File: src/hw/rtl/fba_pkg.sv
// Shared types and constants for the frame bitmap allocator.
// Holds command, result and sequencer types; no dependencies.
`default_nettype none

package fba_pkg;

    // Field widths of the command and result beats.
    localparam int FRAME_W = 20;
    localparam int OP_W    = 3;

    // The map is stored as 64-bit words, one bit per frame.
    localparam int WORD_W  = 64;
    localparam int BIT_W   = 6;

    // Operation codes; codes above OP_ALLOC do nothing.
    localparam logic [OP_W-1:0] OP_MARK_FREE = 3'd0;
    localparam logic [OP_W-1:0] OP_MARK_USED = 3'd1;
    localparam logic [OP_W-1:0] OP_QUERY     = 3'd2;
    localparam logic [OP_W-1:0] OP_FIND      = 3'd3;
    localparam logic [OP_W-1:0] OP_ALLOC     = 3'd4;

    typedef struct packed {
        logic [OP_W-1:0]    operation;
        logic [FRAME_W-1:0] frame_index;
    } fba_cmd_t;

    typedef struct packed {
        logic [FRAME_W-1:0] frame_number;
        logic               frame_is_free;
        logic               found;
    } fba_result_t;

    // Status returned by the shared word unit to the sequencer.
    typedef struct packed {
        logic              bit_val;
        logic              any_set;
        logic [BIT_W-1:0]  low_pos;
        logic [WORD_W-1:0] new_word;
    } fba_unit_res_t;

    typedef enum logic [1:0] {
        ST_CLEAR,
        ST_IDLE,
        ST_READ,
        ST_SCAN
    } fba_state_t;

endpackage

`default_nettype wire

File: src/hw/rtl/fba_bit_unit.sv
// Shared word unit: bit test, bit set or clear, and lowest-set-bit search.
// Works on one 64-bit map word per cycle; uses fba_pkg.
`default_nettype none

module fba_bit_unit
    import fba_pkg::*;
(
    input  wire logic [WORD_W-1:0] word,
    input  wire logic [BIT_W-1:0]  bit_sel,
    input  wire logic              use_low,
    input  wire logic              set_bit,
    output fba_unit_res_t          res
);

    logic [WORD_W-1:0] low_onehot;
    logic [BIT_W-1:0]  low_pos;
    logic [BIT_W-1:0]  sel;
    logic [WORD_W-1:0] mask;

    // Isolate the lowest set bit, then encode its position.
    always_comb
    begin
        low_onehot = word & (~word + WORD_W'(1));
        low_pos    = '0;
        for (int i = 0; i < WORD_W; i++)
        begin
            if (low_onehot[i])
            begin
                low_pos = low_pos | BIT_W'(i);
            end
        end
    end

    // Modify the selected bit, either the addressed one or the lowest set one.
    always_comb
    begin
        sel  = use_low ? low_pos : bit_sel;
        mask = WORD_W'(1) << sel;
        res.bit_val  = word[sel];
        res.any_set  = |word;
        res.low_pos  = low_pos;
        res.new_word = set_bit ? (word | mask) : (word & ~mask);
    end

endmodule

`default_nettype wire

File: config.mk
export PLATFORM = sky130hd
export DESIGN_NAME = fba_bit_unit
export DESIGN_NICKNAME = d
export VERILOG_FILES = /design/src/hw/rtl/fba_pkg.sv /design/src/hw/rtl/fba_bit_unit.sv
export SDC_FILE = /design/constraint.sdc
export NUM_CORES = 1
export LEC_CHECK = 0
export ABC_AREA = 1
export BUFFER_PORTS_ARGS = -buffer_cell sky130_fd_sc_hd__buf_2
export CAP_MARGIN = 15
export CORE_MARGIN = 2
export CORE_UTILIZATION = 54
export DETAILED_ROUTE_END_ITERATION = 7
export GPL_TIMING_DRIVEN = 0
export PLACE_DENSITY = 0.88
export SLEW_MARGIN = 10
export SYNTH_ARGS = -nofsm -noshare
export SYNTH_HDL_FRONTEND = slang
export SYNTH_SLANG_ARGS = --single-unit
File: constraint.sdc
create_clock -name vclk -period 4.25
set_input_delay 0.85 -clock vclk [all_inputs]
set_output_delay 0.85 -clock vclk [all_outputs]
set_load 0.03 [all_outputs]
==> results of run 1 <==
kinds of logic after synthesis:
group	count (synthesis)
AO/OA/AOI/OAI	78
buffers and inverters	86
AND/OR/NAND/NOR	690
timing repair:
| action | CTS |
|---|---|
| setup endpoints to repair | 65 |
| pin swaps | 25 |
| buffers inserted | 22 |
| gates resized for setup | 118 |
per-stage QoR:
stage | cell area (um^2) | cells
2_1_floorplan | 4020 | 854
3_3_place_gp | 4870 | 1097
3_5_place_dp | 4870 | 1097
4_1_cts | 5440 | 1119
==> impl_metrics.py, run 1 <==
metrics = {
    "place": {
        "place_congestion": 1.14,
        "port-buffer-count": 144,
        "pre_cts_slack_ns": -0.376,
        "dp_hpwl_um": 15300,
    },
    "floorplanning": {
        "die_h_um": 90.3,
        "num_rows": 31,
        "io_pins": 144,
        "initial_core_util_pct": 55.8,
        "dieWidth_um": 90.3,
    },
    "synthesis": {
        "yosys-top-cells-area": "nand2_1 29%, nand3_1 19%, nor2_1 11%",
        "syn_inst": 854,
        "synth_most_common_cell": "nand2_1",
        "synth_warnings": 0,
        "synth_largest_area_cell": "nand2_1",
        "synth_common_cells": "309 x nand2_1, 154 x nand3_1, 117 x nor2_1, 69 x o21ai_1, 41 x inv_1",
        "yosysSeqAreaShare_pct": 0,
        "synth_top_family_by_area": "simple AND/OR/NAND/NOR gates",
        "syn-cell-area_um2": 4020,
        "muxShareOfSynthArea_pct": 0,
        "yosys.area_share.simple_pct": 79.9,
        "syn_nets": 926,
        "synth.top_cell.area_share_pct": 28.8,
        "synth_adder_area_share_pct": 0,
        "yosys.cell_types.count": 32,
        "synth_xor_area_share_pct": 0,
        "syn_avg_cell_area_um2": 4.71,
        "synth_compound_area_share_pct": 9.98,
    },
    "outcome": {
        "status": "stopped before the end",
        "stop_stage": "5_1_grt",
        "stop_error": "[ERROR DPL-0038] Utilization greater than 100%, impossible to legalize",
    },
    "sta": {
        "worst-ep-kind": "top-level output",
        "repair-timing-grt-worst-ep": "res[38]",
    },
    "clock_network": {
        "hold_buffers": 0,
    },
    "grt": {
        "grt_max_degree": 11,
    },
}
==> run 2, diff against run 1 <==
Settings changed: CORE_UTILIZATION 54 to 40, PLACE_DENSITY 0.88 to not set, PLACE_DENSITY_LB_ADDON set to 0.15.
==> run 2 against run 1 <==
Net effect:
- synthesized area unchanged
- the flow now finishes, with violations (setup timing)
- synthesized cell count unchanged
==> impl_metrics.py, run 2 <==
metrics = {
    "routing": {
        "postRouteAntennaNets": 0,
        "drc": 0,
        "drtPass1Iterations": 5,
        "wirelength_um": 22900,
        "drtIter0Drc": 657,
        "via_count": 6959,
        "wl_per_cell_um": 19.6,
        "avgViaCountPerCell": 5.95,
    },
    "finish": {
        "seq_cells": 0,
        "design_area_um2": 6830,
        "area_growth_pct": 69.7,
        "layout.nets": 1110,
        "layout_commonest_cell": "nand2_1",
        "seqCellArea_um2": 0,
        "drive_gt1_share_pct": 45.9,
        "nClkBuffers": 0,
        "fin_cells": 1169,
        "antenna_cells": 0,
        "layout_common_cells": "255 x nand2_1, 109 x nand3_1, 88 x buf_4",
    },
    "power": {
        "p_leak_nw": 3.16,
        "power_frac_clock_pct": 0,
        "peakVddDrop_mv": 0.0927,
        "power.density_nw_per_um2": 104,
        "p_int_w": 0.000248,
        "p_switching_w": 0.000463,
        "power_frac_seq_pct": 0,
        "p_comb_share_pct": 100.0,
        "switching_share_pct": 65.1,
    },
    "sta": {
        "hold-worst-slack_ns": 2.06,
        "hold_viol": 0,
        "min_period_over_period_pct": 105,
        "relSlewSlack_pct": 50.7,
        "period_minus_slack_ns": 4.46,
        "rsz0062_at_grt": "yes",
        "setup_viol": 56,
        "tightestPinTransition_ns": 0.739,
        "max_freq_ghz": 0.224,
        "slew_viol_final": 0,
        "setup_ws_ns": -0.214,
    },
    "place": {
        "dp.cells": 1131,
        "placed_cell_area_um2": 4910,
        "place_congestion": 1.03,
        "port-buffer-count": 144,
        "dp_hpwl_um": 16700,
    },
    "run": {
        "maxCapViolations": 0,
    },
    "critical_path": {
        "worst-path-buf-inv": 4,
        "path_cells": "buf_6, nor2_4, buf_6, nor3_1, a21oi_1, nand3_1, nor3_2, nand3_1, nor2_2, nand3_2, nand2_4, nand2_8, buf_6, nor2_4, nand2_4, nor2_4, nand3_1, nand2_1, o21ai_1, buf_4",
        "critPathLaunchType": "input pin",
        "cp_top_family": "simple AND/OR/NAND/NOR gates",
        "cp.arrival_ns": 3.61,
        "critPathMaxFanout": 7,
        "cp-end-kind": "primary output",
        "required_ns": 3.40,
        "path_class": "input pin to primary output",
        "slowest_delay_ns": 0.25,
        "worst_path_max_delay_cell": "nor2_4",
    },
    "grt": {
        "grt.total_usage_pct": 37.6,
        "grt_pass1_vias": 6150,
        "antenna_found_initial": 0,
        "grt_max_degree": 11,
        "gr-total-overflow": 0,
        "grt_pass1_wl_um": 32800,
    },
    "synthesis": {
        "synth_largest_area_cell": "nand2_1",
        "syn_nets": 926,
        "syn_avg_cell_area_um2": 4.71,
        "synth_warnings": 0,
        "yosysSeqAreaShare_pct": 0,
        "syn-cell-area_um2": 4020,
        "syn_inst": 854,
        "synth_most_common_cell": "nand2_1",
        "synth_common_cells": "309 x nand2_1, 154 x nand3_1, 117 x nor2_1, 69 x o21ai_1, 41 x inv_1",
        "yosys-top-cells-area": "nand2_1 29%, nand3_1 19%, nor2_1 11%",
        "synth.top_cell.area_share_pct": 28.8,
        "yosys.cell_types.count": 32,
    },
    "floorplanning": {
        "dieWidth_um": 104,
        "core_area_um2": 9770,
        "die_area_um2": 10900,
        "die_h_um": 104,
        "num_rows": 36,
        "io_pins": 144,
        "initial_core_util_pct": 41.2,
    },
    "worst_hold_path": {
        "hp-class": "input pin to primary output",
    },
    "clock_network": {
        "hold_buffers": 0,
    },
    "outcome": {
        "violations": "setup timing",
        "status": "finished, violations left",
    },
}
==> run 2: cell counts after synthesis <==
No cell type changed its count.
==> run 2: power by group through the flow <==
stage                     clock, W  combinational (W)  sequential [W]
after global placement           0           0.000520               0
after CTS                        0           0.000586               0
after detailed placement         0           0.000518               0
after floorplan                  0           0.000328               0
final                            0           0.000711               0
after global routing             0           0.000744               0
==> run 2: layer usage <==
layer	share of wire, %	global-route usage (%)	up-vias
met2	45	59.8	514
met3	11	5.08	132
li1	-	-	3189
met1	38	49.4	3124
met4	6.1	18.9	0
met5	0	0	-
==> run 2: final cells by class <==
| type | count | area (um^2) |
|---|---|---|
| inverters | 55 | 224 |
| well taps | 133 | 166 |
| multi-input cells | 768 | 4710 |
| fillers | 900 | 2950 |
| repair buffers | 182 | 1430 |
| plain buffers | 31 | 300 |
==> run 2: kinds of logic (layout without fill, tap and decap cells) <==
| kind of cell | Yosys count | after routing | synth area share [%] |
|---|---|---|---|
| buffers and inverters | 86 | 268 | 10.1 |
| AO/OA/AOI/OAI | 78 | 78 | 9.98 |
| AND/OR/NAND/NOR | 690 | 690 | 79.9 |
==> run 2: timing repair <==
action                     in CTS  in global routing
cloned                          0                  1
pin swaps                      34                 89
setup buffers                  17                 20
setup endpoints to repair      65                 65
gates resized for setup       170                318
==> run 2: per-stage QoR <==
step	power, W	utilization (%)	setup TNS (ns)	worst slack, ns
global route	0.000744	69.8	-9.07	-0.260
finish	0.000711	69.8	-3.16	-0.214
CTS	0.000586	57.7	0	0.00107
global placement	0.000520	50.2	-22.35	-0.540
detailed placement	0.000518	50.2	-20.42	-0.497
floorplan	0.000328	-	0	0.273
==> run 2: path summary, 6_finish.rpt <==
kind,startpoint,slack (ns),to,cells past startpoint
min,word[1],2.06,res[1],4
max,word[3],-0.21,res[24],20
==> run 2: tightest hold or removal path, delay by kind of cell <==
family / cells / cell delay, ns
AND/OR/NAND/NOR: 1 / 0.05
buffers and inverters: 2 / 0.25
AO/OA/AOI/OAI: 1 / 0.06
No activity file was read; power rests on OpenSTA's default activity.
